**src/hw/rtl/rens_pkg.sv**
```systemverilog
package rens_pkg;

  // limits of the schedule
  localparam int unsigned MAX_RANKS  = 256;
  localparam int unsigned MAX_RADIX  = 8;
  localparam int unsigned PHASE_CAP  = 8;

  // field widths
  localparam int unsigned GS_W      = 9;
  localparam int unsigned RADIX_W   = 4;
  localparam int unsigned RANK_W    = 8;
  localparam int unsigned PHASE_W   = 3;
  localparam int unsigned NPH_W     = 4;
  localparam int unsigned NSRC_W    = 3;
  localparam int unsigned DIGIT_W   = 3;

  // shared divider
  localparam int unsigned DIV_W     = 9;
  localparam int unsigned DIVR_W    = 4;
  localparam int unsigned DIV_CNT_W = $clog2(DIV_W + 1);

  typedef enum logic [1:0] {
    KIND_HDR  = 2'd0,
    KIND_SEND = 2'd1,
    KIND_SRC  = 2'd2,
    KIND_NBR  = 2'd3
  } kind_e;

  typedef enum logic [1:0] {
    DIV_COLL  = 2'd0,
    DIV_RANK  = 2'd1,
    DIV_TAIL  = 2'd2,
    DIV_DIGIT = 2'd3
  } div_sel_e;

  typedef struct packed {
    logic     load;
    logic     pow_step;
    logic     div_start;
    logic     div_take;
    div_sel_e div_sel;
    logic     dig_init;
    logic     cnt_clr;
    logic     phase_init;
    logic     phase_next;
    logic     nbr_adv;
    logic     emit;
    kind_e    kind;
  } cmd_t;

  typedef struct packed {
    logic pow_more;
    logic div_done;
    logic oor;
    logic sends;
    logic part;
    logic has_src;
    logic l_zero;
    logic ph_last;
    logic src_last;
    logic nbr_is_digit;
    logic nbr_end;
    logic out_free;
  } sts_t;

endpackage

```
**src/hw/rtl/rens_div.sv**
```systemverilog
module rens_div (
  input  logic                         clk_i,
  input  logic                         rst_ni,
  input  logic                         start_i,
  input  logic [rens_pkg::DIV_W-1:0]   dividend_i,
  input  logic [rens_pkg::DIVR_W-1:0]  divisor_i,
  output logic                         busy_o,
  output logic                         done_o,
  output logic [rens_pkg::DIV_W-1:0]   quotient_o,
  output logic [rens_pkg::DIVR_W-1:0]  remainder_o
);
  import rens_pkg::*;

  logic                 busy_q;
  logic                 done_q;
  logic [DIV_CNT_W-1:0] cnt_q;
  logic [DIV_W-1:0]     quo_q;
  logic [DIVR_W-1:0]    rem_q;
  logic [DIVR_W-1:0]    dvs_q;

  logic [DIVR_W:0]      trial;
  logic                 ge;
  logic [DIVR_W:0]      diff;
  logic [DIVR_W-1:0]    rem_d;

  // restoring division, one quotient bit per cycle
  assign trial = {rem_q, quo_q[DIV_W-1]};
  assign ge    = trial >= {1'b0, dvs_q};
  assign diff  = trial - {1'b0, dvs_q};
  assign rem_d = ge ? diff[DIVR_W-1:0] : trial[DIVR_W-1:0];

  always_ff @(posedge clk_i or negedge rst_ni) begin
    if (!rst_ni) begin
      busy_q <= 1'b0;
      done_q <= 1'b0;
      cnt_q  <= '0;
    end else begin
      done_q <= busy_q && (cnt_q == DIV_CNT_W'(1));
      if (start_i) begin
        busy_q <= 1'b1;
        cnt_q  <= DIV_CNT_W'(DIV_W);
      end else if (busy_q) begin
        cnt_q <= cnt_q - DIV_CNT_W'(1);
        if (cnt_q == DIV_CNT_W'(1)) begin
          busy_q <= 1'b0;
        end
      end
    end
  end

  always_ff @(posedge clk_i) begin
    if (start_i) begin
      quo_q <= dividend_i;
      rem_q <= '0;
      dvs_q <= divisor_i;
    end else if (busy_q) begin
      quo_q <= {quo_q[DIV_W-2:0], ge};
      rem_q <= rem_d;
    end
  end

  assign busy_o      = busy_q;
  assign done_o      = done_q;
  assign quotient_o  = quo_q;
  assign remainder_o = rem_q;

endmodule

```
**src/hw/rtl/rens_ctrl.sv**
```systemverilog
module rens_ctrl (
  input  logic           clk_i,
  input  logic           rst_ni,
  input  logic           in_valid_i,
  output logic           in_ready_o,
  input  rens_pkg::sts_t sts_i,
  output rens_pkg::cmd_t cmd_o
);
  import rens_pkg::*;

  typedef enum logic [3:0] {
    ST_IDLE,
    ST_POW,
    ST_DCOL,
    ST_DRNK,
    ST_DTAIL,
    ST_DIG,
    ST_HDR,
    ST_SEND,
    ST_SRC,
    ST_PINIT,
    ST_NBR
  } state_e;

  state_e state_q, state_d;
  logic   issued_q, issued_d;
  cmd_t   cmd;
  logic   go;

  always_comb begin
    state_d     = state_q;
    cmd         = '0;
    cmd.kind    = KIND_HDR;
    cmd.div_sel = DIV_COLL;
    go          = 1'b0;
    case (state_q)
      ST_IDLE: begin
        if (in_valid_i) begin
          cmd.load = 1'b1;
          state_d  = ST_POW;
        end
      end
      ST_POW: begin
        if (sts_i.pow_more) begin
          cmd.pow_step = 1'b1;
        end else begin
          state_d = ST_DCOL;
        end
      end
      ST_DCOL: begin
        cmd.div_sel   = DIV_COLL;
        cmd.div_start = !issued_q;
        if (sts_i.div_done) begin
          cmd.div_take = 1'b1;
          state_d      = ST_DRNK;
        end
      end
      ST_DRNK: begin
        cmd.div_sel   = DIV_RANK;
        cmd.div_start = !issued_q;
        if (sts_i.div_done) begin
          cmd.div_take = 1'b1;
          state_d      = ST_DTAIL;
        end
      end
      ST_DTAIL: begin
        cmd.div_sel   = DIV_TAIL;
        cmd.div_start = !issued_q;
        if (sts_i.div_done) begin
          cmd.div_take = 1'b1;
          if (sts_i.part && !sts_i.l_zero) begin
            cmd.dig_init = 1'b1;
            state_d      = ST_DIG;
          end else begin
            state_d = ST_HDR;
          end
        end
      end
      ST_DIG: begin
        cmd.div_sel   = DIV_DIGIT;
        cmd.div_start = !issued_q;
        if (sts_i.div_done) begin
          cmd.div_take = 1'b1;
          if (sts_i.ph_last) begin
            state_d = ST_HDR;
          end
        end
      end
      ST_HDR: begin
        if (sts_i.out_free) begin
          cmd.emit    = 1'b1;
          cmd.kind    = KIND_HDR;
          cmd.cnt_clr = 1'b1;
          if (sts_i.oor) begin
            state_d = ST_IDLE;
          end else if (sts_i.sends) begin
            state_d = ST_SEND;
          end else if (sts_i.has_src) begin
            state_d = ST_SRC;
          end else if (!sts_i.l_zero) begin
            state_d = ST_PINIT;
          end else begin
            state_d = ST_IDLE;
          end
        end
      end
      ST_SEND: begin
        if (sts_i.out_free) begin
          cmd.emit = 1'b1;
          cmd.kind = KIND_SEND;
          state_d  = ST_IDLE;
        end
      end
      ST_SRC: begin
        if (sts_i.out_free) begin
          cmd.emit = 1'b1;
          cmd.kind = KIND_SRC;
          if (sts_i.src_last) begin
            state_d = sts_i.l_zero ? ST_IDLE : ST_PINIT;
          end
        end
      end
      ST_PINIT: begin
        cmd.phase_init = 1'b1;
        state_d        = ST_NBR;
      end
      ST_NBR: begin
        // own digit is skipped without a beat
        if (sts_i.nbr_is_digit) begin
          go = 1'b1;
        end else if (sts_i.out_free) begin
          cmd.emit = 1'b1;
          cmd.kind = KIND_NBR;
          go       = 1'b1;
        end
        cmd.nbr_adv = go;
        if (go && sts_i.nbr_end) begin
          if (sts_i.ph_last) begin
            state_d = ST_IDLE;
          end else begin
            cmd.phase_next = 1'b1;
            state_d        = ST_PINIT;
          end
        end
      end
      default: begin
        state_d = ST_IDLE;
      end
    endcase
    if (cmd.div_take) begin
      issued_d = 1'b0;
    end else if (cmd.div_start) begin
      issued_d = 1'b1;
    end else begin
      issued_d = issued_q;
    end
  end

  always_ff @(posedge clk_i or negedge rst_ni) begin
    if (!rst_ni) begin
      state_q  <= ST_IDLE;
      issued_q <= 1'b0;
    end else begin
      state_q  <= state_d;
      issued_q <= issued_d;
    end
  end

  assign in_ready_o = (state_q == ST_IDLE);
  assign cmd_o      = cmd;

endmodule

```
**src/hw/rtl/rens_dp.sv**
```systemverilog
module rens_dp (
  input  logic                           clk_i,
  input  logic                           rst_ni,
  input  logic [rens_pkg::GS_W-1:0]      group_size_i,
  input  logic [rens_pkg::RADIX_W-1:0]   radix_i,
  input  logic [rens_pkg::RANK_W-1:0]    query_rank_i,
  input  rens_pkg::cmd_t                 cmd_i,
  output rens_pkg::sts_t                 sts_o,
  input  logic                           out_ready_i,
  output logic                           out_valid_o,
  output logic [1:0]                     kind_o,
  output logic [rens_pkg::PHASE_W-1:0]   phase_o,
  output logic [rens_pkg::RANK_W-1:0]    peer_rank_o,
  output logic [rens_pkg::RADIX_W-1:0]   effective_radix_o,
  output logic [rens_pkg::NPH_W-1:0]     phase_count_o,
  output logic [rens_pkg::GS_W-1:0]      radix_power_o,
  output logic [rens_pkg::GS_W-1:0]      split_point_o,
  output logic [rens_pkg::NSRC_W-1:0]    source_count_o,
  output logic                           participating_o,
  output logic                           last_o
);
  import rens_pkg::*;

  localparam int unsigned PROD_W = GS_W + RADIX_W;
  localparam int unsigned DPROD_W = GS_W + DIGIT_W;

  // working registers
  logic [RANK_W-1:0]  rank_q;
  logic [GS_W-1:0]    n_q;
  logic [RADIX_W-1:0] k_q;
  logic [GS_W-1:0]    p_q;
  logic [NPH_W-1:0]   l_q;
  logic [GS_W-1:0]    coll_q;
  logic [GS_W-1:0]    t_q;
  logic [RANK_W-1:0]  rq_q;
  logic [DIVR_W-1:0]  rr_q;
  logic [DIVR_W-1:0]  tr_q;
  logic [RANK_W-1:0]  cur_q;
  logic [DIGIT_W-1:0] digit_q [PHASE_CAP];
  logic [GS_W-1:0]    pw_q;
  logic [GS_W-1:0]    nbr_q;
  logic [PHASE_W-1:0] ph_q;
  logic [DIVR_W-1:0]  i_q;

  // output register
  logic               out_valid_q;
  kind_e              kind_q;
  logic [PHASE_W-1:0] phase_q;
  logic [RANK_W-1:0]  peer_q;
  logic [RADIX_W-1:0] erad_q;
  logic [NPH_W-1:0]   nph_q;
  logic [GS_W-1:0]    pow_q;
  logic [GS_W-1:0]    split_q;
  logic [NSRC_W-1:0]  nsrc_q;
  logic               part_q;
  logic               last_q;

  logic [GS_W-1:0]    n_sat;
  logic [RADIX_W-1:0] k_sat;
  logic [RADIX_W-1:0] k_eff;

  logic [PROD_W-1:0]  pow_prod;
  logic [RADIX_W-1:0] k_m1;
  logic [GS_W-1:0]    rem_w;

  logic               div_busy, div_done;
  logic [DIV_W-1:0]   div_quo;
  logic [DIVR_W-1:0]  div_rem;
  logic [DIV_W-1:0]   div_dvd;
  logic [DIVR_W-1:0]  div_dvs;

  logic               low, oor, coll_hit, sends, part, tail;
  logic [GS_W-1:0]    sendto_w, send_peer;
  logic [DIVR_W-1:0]  nsrc_w;
  logic [RANK_W-1:0]  newrank_w;
  logic [DIGIT_W-1:0] dig_cur;
  logic [DPROD_W-1:0] dprod;
  logic [GS_W-1:0]    base_w;
  logic [PROD_W-1:0]  nbr_mul;
  logic [PROD_W-1:0]  pw_mul;
  logic [RANK_W-1:0]  real_w;
  logic [RANK_W-1:0]  src_peer;
  logic               ph_last, src_last, nbr_end, nbr_is_digit, l_zero;
  logic               hdr_last, nbr_last, out_free;

  // rec fields of the next beat
  logic [PHASE_W-1:0] rec_phase;
  logic [RANK_W-1:0]  rec_peer;
  logic [RADIX_W-1:0] rec_erad;
  logic [NPH_W-1:0]   rec_nph;
  logic [GS_W-1:0]    rec_pow;
  logic [GS_W-1:0]    rec_split;
  logic [NSRC_W-1:0]  rec_nsrc;
  logic               rec_part;
  logic               rec_last;

  // group size and radix clamps, then the small-group reduction
  always_comb begin
    if (group_size_i == '0) begin
      n_sat = GS_W'(1);
    end else if (group_size_i > GS_W'(MAX_RANKS)) begin
      n_sat = GS_W'(MAX_RANKS);
    end else begin
      n_sat = group_size_i;
    end
    if (radix_i < RADIX_W'(2)) begin
      k_sat = RADIX_W'(2);
    end else if (radix_i > RADIX_W'(MAX_RADIX)) begin
      k_sat = RADIX_W'(MAX_RADIX);
    end else begin
      k_sat = radix_i;
    end
    if (n_sat < GS_W'(k_sat)) begin
      k_eff = (n_sat > GS_W'(2)) ? n_sat[RADIX_W-1:0] : RADIX_W'(2);
    end else begin
      k_eff = k_sat;
    end
  end

  assign pow_prod = PROD_W'(p_q) * PROD_W'(k_q);
  assign k_m1     = k_q - RADIX_W'(1);
  assign rem_w    = n_q - p_q;

  always_comb begin
    case (cmd_i.div_sel)
      DIV_COLL: begin
        div_dvd = rem_w;
        div_dvs = k_m1;
      end
      DIV_RANK: begin
        div_dvd = DIV_W'(rank_q);
        div_dvs = k_q;
      end
      DIV_TAIL: begin
        div_dvd = t_q - GS_W'(1);
        div_dvs = k_q;
      end
      DIV_DIGIT: begin
        div_dvd = DIV_W'(cur_q);
        div_dvs = k_q;
      end
      default: begin
        div_dvd = '0;
        div_dvs = k_q;
      end
    endcase
  end

  rens_div u_div (
    .clk_i       (clk_i),
    .rst_ni      (rst_ni),
    .start_i     (cmd_i.div_start),
    .dividend_i  (div_dvd),
    .divisor_i   (div_dvs),
    .busy_o      (div_busy),
    .done_o      (div_done),
    .quotient_o  (div_quo),
    .remainder_o (div_rem)
  );

  // step-1 role of the rank
  assign low      = GS_W'(rank_q) < t_q;
  assign oor      = GS_W'(rank_q) >= n_q;
  assign coll_hit = rr_q == k_m1;
  assign sends    = low && !coll_hit;
  assign part     = !oor && !sends;
  assign sendto_w = GS_W'(rank_q) + GS_W'(k_m1 - rr_q);
  assign send_peer = (sendto_w > t_q - GS_W'(1)) ? t_q : sendto_w;
  // trailing partial group collected by rank t
  assign tail     = (GS_W'(rank_q) == t_q) && (t_q != '0) && (tr_q != k_m1);

  always_comb begin
    if (oor) begin
      nsrc_w = '0;
    end else if (low && coll_hit) begin
      nsrc_w = k_m1;
    end else if (tail) begin
      nsrc_w = tr_q + DIVR_W'(1);
    end else begin
      nsrc_w = '0;
    end
  end

  assign newrank_w = low ? rq_q : RANK_W'(GS_W'(rank_q) - rem_w);

  // base-k digit substitution
  assign dig_cur  = digit_q[ph_q];
  assign dprod    = DPROD_W'(dig_cur) * DPROD_W'(pw_q);
  assign base_w   = GS_W'(newrank_w) - dprod[GS_W-1:0];
  assign nbr_mul  = PROD_W'(nbr_q) * PROD_W'(k_q) + PROD_W'(k_m1);
  assign pw_mul   = PROD_W'(pw_q) * PROD_W'(k_q);
  assign real_w   = (nbr_q < coll_q) ? nbr_mul[RANK_W-1:0] : RANK_W'(nbr_q + rem_w);
  assign src_peer = rank_q - RANK_W'(1) - RANK_W'(i_q);

  assign l_zero       = l_q == '0;
  assign ph_last      = NPH_W'(ph_q) == l_q - NPH_W'(1);
  assign src_last     = i_q == nsrc_w - DIVR_W'(1);
  assign nbr_end      = i_q == k_m1;
  assign nbr_is_digit = i_q == DIVR_W'(dig_cur);
  assign out_free     = !out_valid_q || out_ready_i;
  assign hdr_last     = oor || (!sends && (nsrc_w == '0) && l_zero);
  assign nbr_last     = ph_last && (nbr_end ||
                        ((i_q == k_q - RADIX_W'(2)) && (DIVR_W'(dig_cur) == k_m1)));

  always_comb begin
    sts_o.pow_more     = (pow_prod <= PROD_W'(n_q)) && (l_q < NPH_W'(PHASE_CAP));
    sts_o.div_done     = div_done;
    sts_o.oor          = oor;
    sts_o.sends        = sends;
    sts_o.part         = part;
    sts_o.has_src      = nsrc_w != '0;
    sts_o.l_zero       = l_zero;
    sts_o.ph_last      = ph_last;
    sts_o.src_last     = src_last;
    sts_o.nbr_is_digit = nbr_is_digit;
    sts_o.nbr_end      = nbr_end;
    sts_o.out_free     = out_free;
  end

  always_comb begin
    rec_phase = '0;
    rec_peer  = '0;
    rec_erad  = '0;
    rec_nph   = '0;
    rec_pow   = '0;
    rec_split = '0;
    rec_nsrc  = '0;
    rec_part  = 1'b0;
    rec_last  = 1'b0;
    case (cmd_i.kind)
      KIND_HDR: begin
        rec_erad  = k_q;
        rec_nph   = l_q;
        rec_pow   = p_q;
        rec_split = t_q;
        rec_nsrc  = nsrc_w[NSRC_W-1:0];
        rec_part  = part;
        rec_last  = hdr_last;
      end
      KIND_SEND: begin
        rec_peer = send_peer[RANK_W-1:0];
        rec_last = 1'b1;
      end
      KIND_SRC: begin
        rec_peer = src_peer;
        rec_last = src_last && l_zero;
      end
      KIND_NBR: begin
        rec_phase = ph_q;
        rec_peer  = real_w;
        rec_last  = nbr_last;
      end
      default: begin
        rec_last = 1'b1;
      end
    endcase
  end

  // control registers
  always_ff @(posedge clk_i or negedge rst_ni) begin
    if (!rst_ni) begin
      out_valid_q <= 1'b0;
      ph_q        <= '0;
      i_q         <= '0;
    end else begin
      if (cmd_i.emit) begin
        out_valid_q <= 1'b1;
      end else if (out_ready_i) begin
        out_valid_q <= 1'b0;
      end
      if (cmd_i.dig_init || cmd_i.cnt_clr) begin
        ph_q <= '0;
      end else if ((cmd_i.div_take && (cmd_i.div_sel == DIV_DIGIT)) || cmd_i.phase_next) begin
        ph_q <= ph_q + PHASE_W'(1);
      end
      if (cmd_i.cnt_clr || cmd_i.phase_init) begin
        i_q <= '0;
      end else if (cmd_i.nbr_adv || (cmd_i.emit && (cmd_i.kind == KIND_SRC))) begin
        i_q <= i_q + DIVR_W'(1);
      end
    end
  end

  // data registers
  always_ff @(posedge clk_i) begin
    if (cmd_i.load) begin
      rank_q <= query_rank_i;
      n_q    <= n_sat;
      k_q    <= k_eff;
      p_q    <= GS_W'(1);
      l_q    <= '0;
    end else if (cmd_i.pow_step) begin
      p_q <= pow_prod[GS_W-1:0];
      l_q <= l_q + NPH_W'(1);
    end
    if (cmd_i.div_take) begin
      case (cmd_i.div_sel)
        DIV_COLL: begin
          coll_q <= div_quo;
          // t = rem*k/(k-1) = rem + rem/(k-1), never above the group size
          t_q    <= rem_w + div_quo;
        end
        DIV_RANK: begin
          rq_q <= div_quo[RANK_W-1:0];
          rr_q <= div_rem;
        end
        DIV_TAIL: begin
          tr_q <= div_rem;
        end
        DIV_DIGIT: begin
          digit_q[ph_q] <= div_rem[DIGIT_W-1:0];
          cur_q         <= div_quo[RANK_W-1:0];
        end
        default: begin
          tr_q <= div_rem;
        end
      endcase
    end
    if (cmd_i.dig_init) begin
      cur_q <= newrank_w;
    end
    if (cmd_i.cnt_clr) begin
      pw_q <= GS_W'(1);
    end else if (cmd_i.phase_next) begin
      pw_q <= pw_mul[GS_W-1:0];
    end
    if (cmd_i.phase_init) begin
      nbr_q <= base_w;
    end else if (cmd_i.nbr_adv) begin
      nbr_q <= nbr_q + pw_q;
    end
    if (cmd_i.emit) begin
      kind_q  <= cmd_i.kind;
      phase_q <= rec_phase;
      peer_q  <= rec_peer;
      erad_q  <= rec_erad;
      nph_q   <= rec_nph;
      pow_q   <= rec_pow;
      split_q <= rec_split;
      nsrc_q  <= rec_nsrc;
      part_q  <= rec_part;
      last_q  <= rec_last;
    end
  end

  assign out_valid_o       = out_valid_q;
  assign kind_o            = kind_q;
  assign phase_o           = phase_q;
  assign peer_rank_o       = peer_q;
  assign effective_radix_o = erad_q;
  assign phase_count_o     = nph_q;
  assign radix_power_o     = pow_q;
  assign split_point_o     = split_q;
  assign source_count_o    = nsrc_q;
  assign participating_o   = part_q;
  assign last_o            = last_q;

  a_emit_free: assert property (@(posedge clk_i) disable iff (!rst_ni)
    cmd_i.emit |-> out_free)
    else $error("beat loaded while output register is held");

  a_div_idle: assert property (@(posedge clk_i) disable iff (!rst_ni)
    cmd_i.div_start |-> !div_busy)
    else $error("divider restarted while busy");

  a_div_take: assert property (@(posedge clk_i) disable iff (!rst_ni)
    cmd_i.div_take |-> div_done)
    else $error("divider result taken before done");

  a_nbr_digit: assert property (@(posedge clk_i) disable iff (!rst_ni)
    (cmd_i.emit && (cmd_i.kind == KIND_NBR)) |-> (i_q != DIVR_W'(dig_cur)))
    else $error("neighbor beat equals own digit");

  a_src_count: assert property (@(posedge clk_i) disable iff (!rst_ni)
    (cmd_i.emit && (cmd_i.kind == KIND_SRC)) |-> (i_q < nsrc_w))
    else $error("source beat beyond source count");

endmodule

```
**src/hw/rtl/radix_exchange_neighbor_schedule_core.sv**
```systemverilog
// channel | signals                                         | dir | beat
// in      | in_valid_i, in_ready_o, query_rank_i            | in  | one rank
// out     | out_valid_o, out_ready_i, kind_o .. last_o      | out | one schedule record
// cfg     | psel, penable, pwrite, paddr, pwdata, prdata    | in  | group_size @0, radix @4
//
// a rank runs 3 + D divisions in turn on the shared bit-serial divider, L phases, D = L for a
// rank in step 2 else 0, B beats out
// the next rank is taken once the previous rank's last beat is in the output register
// reset sets group_size to 16 and radix to 2; no memory needs clearing
// out_ready_i low holds the current beat and stalls the sequencer
module radix_exchange_neighbor_schedule_core (
  input  logic                           clk_i,
  input  logic                           rst_ni,
  input  logic                           psel,
  input  logic                           penable,
  input  logic                           pwrite,
  input  logic [2:0]                     paddr,
  input  logic [31:0]                    pwdata,
  output logic [31:0]                    prdata,
  output logic                           pready,
  input  logic                           in_valid_i,
  output logic                           in_ready_o,
  input  logic [rens_pkg::RANK_W-1:0]    query_rank_i,
  output logic                           out_valid_o,
  input  logic                           out_ready_i,
  output logic [1:0]                     kind_o,
  output logic [rens_pkg::PHASE_W-1:0]   phase_o,
  output logic [rens_pkg::RANK_W-1:0]    peer_rank_o,
  output logic [rens_pkg::RADIX_W-1:0]   effective_radix_o,
  output logic [rens_pkg::NPH_W-1:0]     phase_count_o,
  output logic [rens_pkg::GS_W-1:0]      radix_power_o,
  output logic [rens_pkg::GS_W-1:0]      split_point_o,
  output logic [rens_pkg::NSRC_W-1:0]    source_count_o,
  output logic                           participating_o,
  output logic                           last_o
);
  import rens_pkg::*;

  typedef enum logic {
    REG_GROUP_SIZE = 1'b0,
    REG_RADIX      = 1'b1
  } reg_idx_e;

  logic [GS_W-1:0]    group_size_q;
  logic [RADIX_W-1:0] radix_q;
  reg_idx_e           reg_idx;
  logic               wr_en;
  cmd_t               cmd;
  sts_t               sts;

  assign reg_idx = reg_idx_e'(paddr[2]);
  assign wr_en   = psel && penable && pwrite;
  assign pready  = 1'b1;

  always_ff @(posedge clk_i or negedge rst_ni) begin
    if (!rst_ni) begin
      group_size_q <= GS_W'(16);
      radix_q      <= RADIX_W'(2);
    end else if (wr_en) begin
      case (reg_idx)
        REG_GROUP_SIZE: group_size_q <= pwdata[GS_W-1:0];
        REG_RADIX:      radix_q      <= pwdata[RADIX_W-1:0];
        default:        radix_q      <= radix_q;
      endcase
    end
  end

  always_comb begin
    case (reg_idx)
      REG_GROUP_SIZE: prdata = 32'(group_size_q);
      REG_RADIX:      prdata = 32'(radix_q);
      default:        prdata = '0;
    endcase
  end

  rens_ctrl u_ctrl (
    .clk_i      (clk_i),
    .rst_ni     (rst_ni),
    .in_valid_i (in_valid_i),
    .in_ready_o (in_ready_o),
    .sts_i      (sts),
    .cmd_o      (cmd)
  );

  rens_dp u_dp (
    .clk_i             (clk_i),
    .rst_ni            (rst_ni),
    .group_size_i      (group_size_q),
    .radix_i           (radix_q),
    .query_rank_i      (query_rank_i),
    .cmd_i             (cmd),
    .sts_o             (sts),
    .out_ready_i       (out_ready_i),
    .out_valid_o       (out_valid_o),
    .kind_o            (kind_o),
    .phase_o           (phase_o),
    .peer_rank_o       (peer_rank_o),
    .effective_radix_o (effective_radix_o),
    .phase_count_o     (phase_count_o),
    .radix_power_o     (radix_power_o),
    .split_point_o     (split_point_o),
    .source_count_o    (source_count_o),
    .participating_o   (participating_o),
    .last_o            (last_o)
  );

endmodule
```
**config.mk**
```make
export PLATFORM = sky130hd
export DESIGN_NAME = radix_exchange_neighbor_schedule_core
export DESIGN_NICKNAME = d
export VERILOG_FILES = /design/src/hw/rtl/rens_pkg.sv /design/src/hw/rtl/rens_div.sv /design/src/hw/rtl/rens_ctrl.sv /design/src/hw/rtl/rens_dp.sv /design/src/hw/rtl/radix_exchange_neighbor_schedule_core.sv
export SDC_FILE = /design/constraint.sdc
export NUM_CORES = 1
export LEC_CHECK = 0
export BUFFER_PORTS_ARGS = -buffer_cell sky130_fd_sc_hd__buf_2
export CAP_MARGIN = 40
export CORE_ASPECT_RATIO = 2
export CORE_MARGIN = 10
export CORE_UTILIZATION = 40
export DETAILED_ROUTE_END_ITERATION = 6
export GPL_ROUTABILITY_DRIVEN = 0
export PLACE_DENSITY = 0.55
export SLEW_MARGIN = 20
export SYNTH_ARGS = -nofsm -noshare
export SYNTH_HDL_FRONTEND = slang
export SYNTH_SLANG_ARGS = --single-unit
```
**constraint.sdc**
```tcl
create_clock -name clk_i -period 14 [get_ports clk_i]
set_input_delay 2.8 -clock clk_i [delete_from_list [all_inputs] [get_ports clk_i]]
set_output_delay 2.8 -clock clk_i [all_outputs]
set_load 0.05 [all_outputs]
```
==> results of run 1 <==
## cells by family (layout without fill, tap and decap cells)
kind of cell | Yosys count | count (layout)
xor gates and xnor gates | 137 | 137
AOI/OAI and AO/OA | 295 | 295
buffers and inverters | 240 | 311
DFF | 211 | 211
other | 2 | 25
and+or+nand+nor | 494 | 494
muxes | 65 | 65
adders and majority gates | 222 | 222
## layout make-up
type | count | area share
multi-input combinational | 1238 | 0.5335
sequential | 211 | 0.3261
inverter | 171 | 0.03537
clock inverter | 13 | 0.004344
timing repair buffer | 102 | 0.03282
clock buffer | 25 | 0.03089
tap | 535 | 0.03689
## sequential cells by signal (all words and copies together), names as in the netlist, 9 cells and up
signal and count:
u_dp.u_div.quotient_o 9, u_dp.coll_q 9, group_size_q 9, u_dp.digit_q 24, u_dp.n_q 9, u_dp.p_q 9, u_dp.radix_power_o 9, u_dp.split_point_o 9
u_dp.pw_q 9, u_dp.nbr_q 9, u_dp.t_q 9
## per-layer routing
layer	wire length (µm)	global-route usage
met3	2186	0.02529
met5	7	0
met1	16600	0.1886
met4	2759	0.1020
met2	26170	0.3679
## through the flow
step | setup slack, ps | util
detailed placement | 7548 | 0.4259
floorplan | 7483 | -
global route | 7287 | 0.4427
CTS | 7499 | 0.4415
finish | 7533 | 0.4427
global placement | 7623 | 0.4242
## synthesized netlist by cell type (3+ instances only)
cell      number  area share
ha_1         165        0.13
and2_1        75       0.028
nand2_1      131       0.030
mux2i_1       39       0.024
a22oi_1        7      0.0032
a31oi_1        3      0.0011
a21o_1        34       0.015
nand2b_1      31       0.012
xnor2_1       97       0.051
o21ai_0       71       0.022
nand3b_1       3      0.0014
nor2_1       111       0.025
or3_1          7      0.0027
nor4_1         8      0.0030
a21boi_0       4      0.0018
o21bai_1      11      0.0050
edfxtp_1     153        0.28
nand4_1       12      0.0045
o21a_1        11      0.0050
a221o_1        4      0.0024
dfxtp_1       26       0.032
dfrtp_1       30       0.045
o211ai_1      15      0.0068
mux2_2        21       0.014
or2_2          4      0.0015
and3_1         6      0.0023
buf_2          5      0.0015
o41ai_1        3      0.0016
o221ai_1       5      0.0027
fa_1          57       0.069
buf_1          3     0.00068
inv_1        168       0.038
nand3_1       16      0.0049
nor3_1        32      0.0097
o21ai_1        4      0.0012
xor2_1        38       0.020
a21oi_1       85       0.026
nor2b_1       36       0.014
buf_4         26       0.012
a211oi_1       7      0.0032
clkbuf_1      34      0.0077
## final timing paths
path | from | end | slack, ps | depth (start not counted)
worst max-delay path | u_dp.k_q[1]$_DFFE_PP_ | u_dp.peer_rank_o[2]$_DFFE_PP_ | 7530 | 22
worst min-delay path | u_ctrl.issued_q$_DFFE_PN0P_ | u_ctrl.issued_q$_DFFE_PN0P_ | 520 | 2
worst max register to register | u_dp.k_q[1]$_DFFE_PP_ | u_dp.peer_rank_o[2]$_DFFE_PP_ | 7530 | 22
worst min register to register | u_ctrl.issued_q$_DFFE_PN0P_ | u_ctrl.issued_q$_DFFE_PN0P_ | 520 | 2
max in group asynchronous | rst_ni | u_dp.i_q[0]$_DFFE_PN0P_ | 11430 | 2
min in group asynchronous | rst_ni | group_size_q[1]$_DFFE_PN0P_ | 2130 | 1
## layout by cell type (no fill, tap or decap), types with 21 or more instances in the layout
cell type and instances:
mux2i_1 39, dfxtp_1 26, xnor2_1 97, buf_2 79
conb_1 25, mux2_2 21, nor2_1 111, xor2_1 38
a21o_1 34, clkbuf_16 21, a21oi_1 85, inv_1 168
nor3_1 32, edfxtp_1 153, o21ai_0 71, nor2b_1 36
and2_1 76, fa_1 57, nand2_1 131, dfrtp_1 30
nand2b_1 31, ha_1 165
## worst reg2reg max path: stages, from the launching register on
cell,delay (ps)
edfxtp_1,330
buf_4,370
inv_1,410
ha_1,350
xnor2_2,590
inv_1,190
ha_1,380
a21o_1,190
a21oi_1,500
ha_1,380
a21oi_1,160
nor2b_1,80
o21ai_0,160
nand2b_1,80
a21oi_1,180
xnor2_1,90
ha_1,350
nand4_1,100
nor3_1,270
a211oi_1,120
or2_2,430
mux2i_1,260
o221ai_1,180
## power by group
| part | switching (mW) | internal [mW] | total, mW |
|---|---|---|---|
| combinational | 1.26 | 0.818 | 2.08 |
| clock | 0.254 | 0.289 | 0.543 |
| sequential | 0.164 | 0.867 | 1.03 |
==> impl_metrics.json, run 1 <==
{
  "critPathArrivalTime_ps": 6700,
  "worst_slew_pin_slew_ps": 813.3,
  "powerDensity_nw_per_um2": 201.5,
  "cts_tree": "yes",
  "rows": 105,
  "synth-seq-area-share": 0.3585,
  "cts_made_buffers": 21,
  "grt_pass1_wl_mm": 73.93,
  "first_global_vias": 13050,
  "drt-vias-per-instance": 5.360,
  "synth_mux_area_frac": 0.04290,
  "ios": 129,
  "die-area_um2": 50290,
  "numPortBuffers": 79,
  "synth-main-ff-cell": "edfxtp_1",
  "drt_pass1_iterations": 6,
  "critPathMaxFanout": 22,
  "ctsResizeCount": 0,
  "clockRootBuffer": "clkbuf_16",
  "hold_violations": 0,
  "leakagePower_nw": 8.047,
  "path_cells": "buf_4, inv_1, ha_1, xnor2_2, inv_1, ha_1, a21o_1, a21oi_1, ha_1, a21oi_1, nor2b_1, o21ai_0, nand2b_1, a21oi_1, xnor2_1, ha_1, nand4_1, nor3_1, a211oi_1, or2_2, mux2i_1, o221ai_1",
  "fp.dieW_um": 163.7,
  "rsz0062_at_grt": "no",
  "fin_cells": 2295,
  "max_freq_ghz": 0.1546,
  "cts_hold_buf": 0,
  "power_mw": 3.657,
  "hold-worst-slack_ps": 521.1,
  "synth_compound_area_frac": 0.1179,
  "clkSinkCount": 211,
  "slowest_stage": "xnor2_2",
  "dp.cells": 2254,
  "crit_required_ps": 14230,
  "drt-wirelength-per-cell_um": 20.80,
  "multi_input_area_um2": 9682,
  "layout_min_cycle_time_ps": 6467,
  "yosysWarnings": 0,
  "hold_class": "flip-flop to flip-flop",
  "fin_tns_setup_ps": 0,
  "syn-cell-area_um2": 16510,
  "synthToLayoutAreaGrowth_pct": 9.921,
  "fillers": 4025,
  "cp_common_cell": "ha_1",
  "synth_xor_area_frac": 0.07397,
  "stdcell_area_um2": 18150,
  "clkTransAtPathRegs_ps": 70,
  "status": "finished clean",
  "slew_headroom": 0.4578,
  "ctsLongestPathBuffers": 3,
  "synthArstFlopShare": 0.1517,
  "antennaDiodeCount": 0,
  "synth.distinct_cells": 93,
  "seqCellArea_um2": 5918,
  "setup_viol": 0,
  "initial_utilization": 0.4027,
  "overflow": 0,
  "gr-usage-all-layers": 0.1906,
  "die_h_um": 307.3,
  "synth_fa_ha_area_frac": 0.1942,
  "worstSetupPathType": "flip-flop to flip-flop",
  "clk_latency_ps": 540,
  "critPathTopFamily": "compound AO/OA/AOI/OAI gates",
  "syn_area_per_cell_um2": 9.909,
  "dp_hpwl_mm": 38.28,
  "post_dp_cell_area_um2": 17460,
  "worstSetupStartpointType": "flip-flop",
  "vdd_drop_max_v": 0.00008432,
  "drt_wl_total_mm": 47.73,
  "grt_max_degree": 36,
  "synthSimpleGateAreaFrac": 0.1508,
  "cp_slowest_stage_delay_ps": 590,
  "initialDrtViolationCount": 579,
  "crit_buf_inv": 3,
  "h-tree-depth": 1,
  "drtAntennaViolNets": 0,
  "drc_errors": 0,
  "synth_seq_cells": 211,
  "nets": 2017,
  "cp-end-kind": "flip-flop",
  "synth_top_family_by_area": "adder cells",
  "drive_gt1_frac": 0.1080,
  "clock_skew_ps": 29.42,
  "synth_edf_count": 153,
  "coreArea_um2": 40990,
  "vias": 12300,
  "maxCapViolCount": 0,
  "synthCells": 1666,
  "slew_viol_final": 0,
  "cts_setup_buffers": 0,
  "finalCritPeriodShare": 0.4619,
  "antenna_found_initial": 2
}
Power figures use the tool's default switching activity.
==> run 2: changes to the inputs <==
PLACE_DENSITY = 0.57   (was 0.55)
clock period = 5.3 ns   (was 14 ns; I/O delays follow)
==> run 2 against run 1 <==
  * Maximum frequency is 28% higher
  * Cell area increased by 1.6%
  * Non-clock buffer count up 34
  * Wire length increased by 1.0%
  * Clock power rose to 2.7 times the previous value
  * Clock skew is 16 ps lower
  * Sequential power grew to 2.6 times the previous value
  * Power rose to 2.7 times the previous value
  * Largest power group unchanged
  * Utilization up 0.69 points
  * Highest routed layer unchanged
==> impl_metrics.json, run 2 (synthesized netlist as in run 1, its figures left out) <==
{
  "status": "finished clean",
  "rows": 105,
  "clkSinkCount": 211,
  "antennaDiodeCount": 0,
  "synthToLayoutAreaGrowth_pct": 11.63,
  "dp_hpwl_mm": 39.15,
  "worstSetupStartpoint": "u_dp.k_q[1]$_DFFE_PP_",
  "slew_headroom": 0.4545,
  "rsz0062_at_grt": "no",
  "wirelength_met1_mm": 16.91,
  "post_dp_cell_area_um2": 17730,
  "r2r_start": "u_dp.k_q[1]$_DFFE_PP_",
  "h-tree-depth": 1,
  "gr-usage-all-layers": 0.1918,
  "highest-signal-layer": "met5",
  "hold-worst-slack_ps": 512.2,
  "ctsLongestPathBuffers": 3,
  "nets": 2052,
  "die-area_um2": 50290,
  "maxCapViolCount": 0,
  "intPower_mw": 5.387,
  "hold_start": "u_ctrl.issued_q$_DFFE_PN0P_",
  "cts_tree": "yes",
  "initialDrtViolationCount": 536,
  "finalCritPeriodShare": 0.9525,
  "drt-vias-per-instance": 5.355,
  "drt-wirelength-per-cell_um": 20.68,
  "stdcell_area_um2": 18430,
  "critPathMaxFanout": 7,
  "ios": 129,
  "clkTransAtPathRegs_ps": 70,
  "layout_common_cells": "166 x inv_1, 163 x ha_1, 153 x edfxtp_1",
  "final_common_cell": "inv_1",
  "cp-end-kind": "flip-flop",
  "crit_required_ps": 5660,
  "largest_reg_flops": 24,
  "clockRootBuffer": "clkbuf_16",
  "first_global_vias": 13220,
  "drt_pass1_iterations": 5,
  "hold_violations": 0,
  "max_freq_ghz": 0.1981,
  "clock_skew_ps": 13.12,
  "drtAntennaViolNets": 0,
  "initial_utilization": 0.4027,
  "wl_met3_mm": 2.065,
  "clk_latency_ps": 540,
  "cts_made_buffers": 22,
  "fin_tns_setup_ps": 0,
  "slew_viol_final": 0,
  "leakagePower_nw": 8.200,
  "setup_viol": 0,
  "overflow": 0,
  "antenna_found_initial": 2,
  "worst_slew_pin_slew_ps": 818.3,
  "vias": 12480,
  "numPortBuffers": 79,
  "layout_min_cycle_time_ps": 5048,
  "grt_max_degree": 33,
  "die_h_um": 307.3,
  "fp.dieW_um": 163.7,
  "power.share.clock": 0.148,
  "pwr-share-seq": 0.271,
  "switching_share": 0.4574,
  "vdd_drop_max_v": 0.0002007,
  "worstSetupPathType": "flip-flop to flip-flop",
  "worstSetupStartpointType": "flip-flop",
  "drt_wl_total_mm": 48.21,
  "grt_pass1_wl_mm": 74.71,
  "hold_class": "flip-flop to flip-flop",
  "met2_length_mm": 25.78,
  "powerDensity_nw_per_um2": 538.8,
  "cts_hold_buf": 0,
  "drive_gt1_frac": 0.1253,
  "power_switching_mw": 4.542,
  "critPathArrivalTime_ps": 5410,
  "p_comb_frac": 0.581,
  "drc_errors": 0,
  "coreArea_um2": 40990,
  "top_register": "u_dp.digit_q"
}
[run 2: what timing repair did]
action / 4_1_cts / 5_1_grt
setup buffers: 0 / 2
hold endpoints to repair: 0 / 0
setup endpoints to repair: 0 / 25
resized for setup: 0 / 10
[run 2: cell type report]
cell class	count	area (µm²)
sequential	211	5918
multi-input combinational	1238	9702
timing repair buffer	136	842.1
clock inverter	10	48.80
inverter	171	645.6
fill	3949	22560
clock buffer	30	601.8
tap	535	669.4
[run 2: power by group through the flow]
| stage | combinational [mW] | sequential, mW | clock [mW] |
|---|---|---|---|
| floorplan | 3.93 | 2.77 | 0 |
| global placement | 5.56 | 2.72 | 0 |
| detailed placement | 5.71 | 2.72 | 0 |
| CTS | 5.75 | 2.69 | 1.50 |
| global route | 6.38 | 2.73 | 1.56 |
| finish | 5.77 | 2.69 | 1.47 |
[run 2: routing by layer]
metal,track usage,up-vias
met5,0,-
met1,0.1908,6071
met4,0.1214,4
li1,-,5949
met3,0.02516,138
met2,0.3608,321
[run 2: worst paths after layout]
check / to / slack [ps] / cells after the start
min in group asynchronous: group_size_q[0]$_DFFE_PN0P_ / 590 / 1
max in group asynchronous: u_dp.u_div.done_o$_DFF_PN0_ / 4220 / 1
max reg2reg: u_dp.last_o$_DFFE_PP_ / 250 / 17
min reg2reg: u_ctrl.issued_q$_DFFE_PN0P_ / 510 / 2
max: u_dp.last_o$_DFFE_PP_ / 250 / 17
min: u_ctrl.issued_q$_DFFE_PN0P_ / 510 / 2
[run 2: worst max-delay path, stage by stage (launching register included)]
cell and delay [ps]:
edfxtp_1 420, clkinvlp_4 260, ha_2 300, a21boi_4 200
xnor2_1 160, inv_1 60, ha_1 340, nand4_1 240
a2111oi_0 560, a31o_2 200, nor2b_1 240, inv_1 120
ha_1 230, xnor2_1 160, or3_1 380, a311o_1 400
or4_1 410, nand4_1 170
[run 2: stage by stage]
| step | util | power, mW | setup slack, ps | std cells |
|---|---|---|---|---|
| 2_1_floorplan | - | 6.695 | 272.8 | 1689 |
| 3_3_place_gp | 0.4310 | 8.280 | 275.3 | 2283 |
| 3_5_place_dp | 0.4324 | 8.434 | 203.3 | 2288 |
| 5_1_grt | 0.4496 | 10.67 | 0.5951 | 2331 |
| 4_1_cts | 0.4483 | 9.946 | 184.5 | 2328 |
| 6_report | 0.4496 | 9.929 | 251.8 | 2331 |
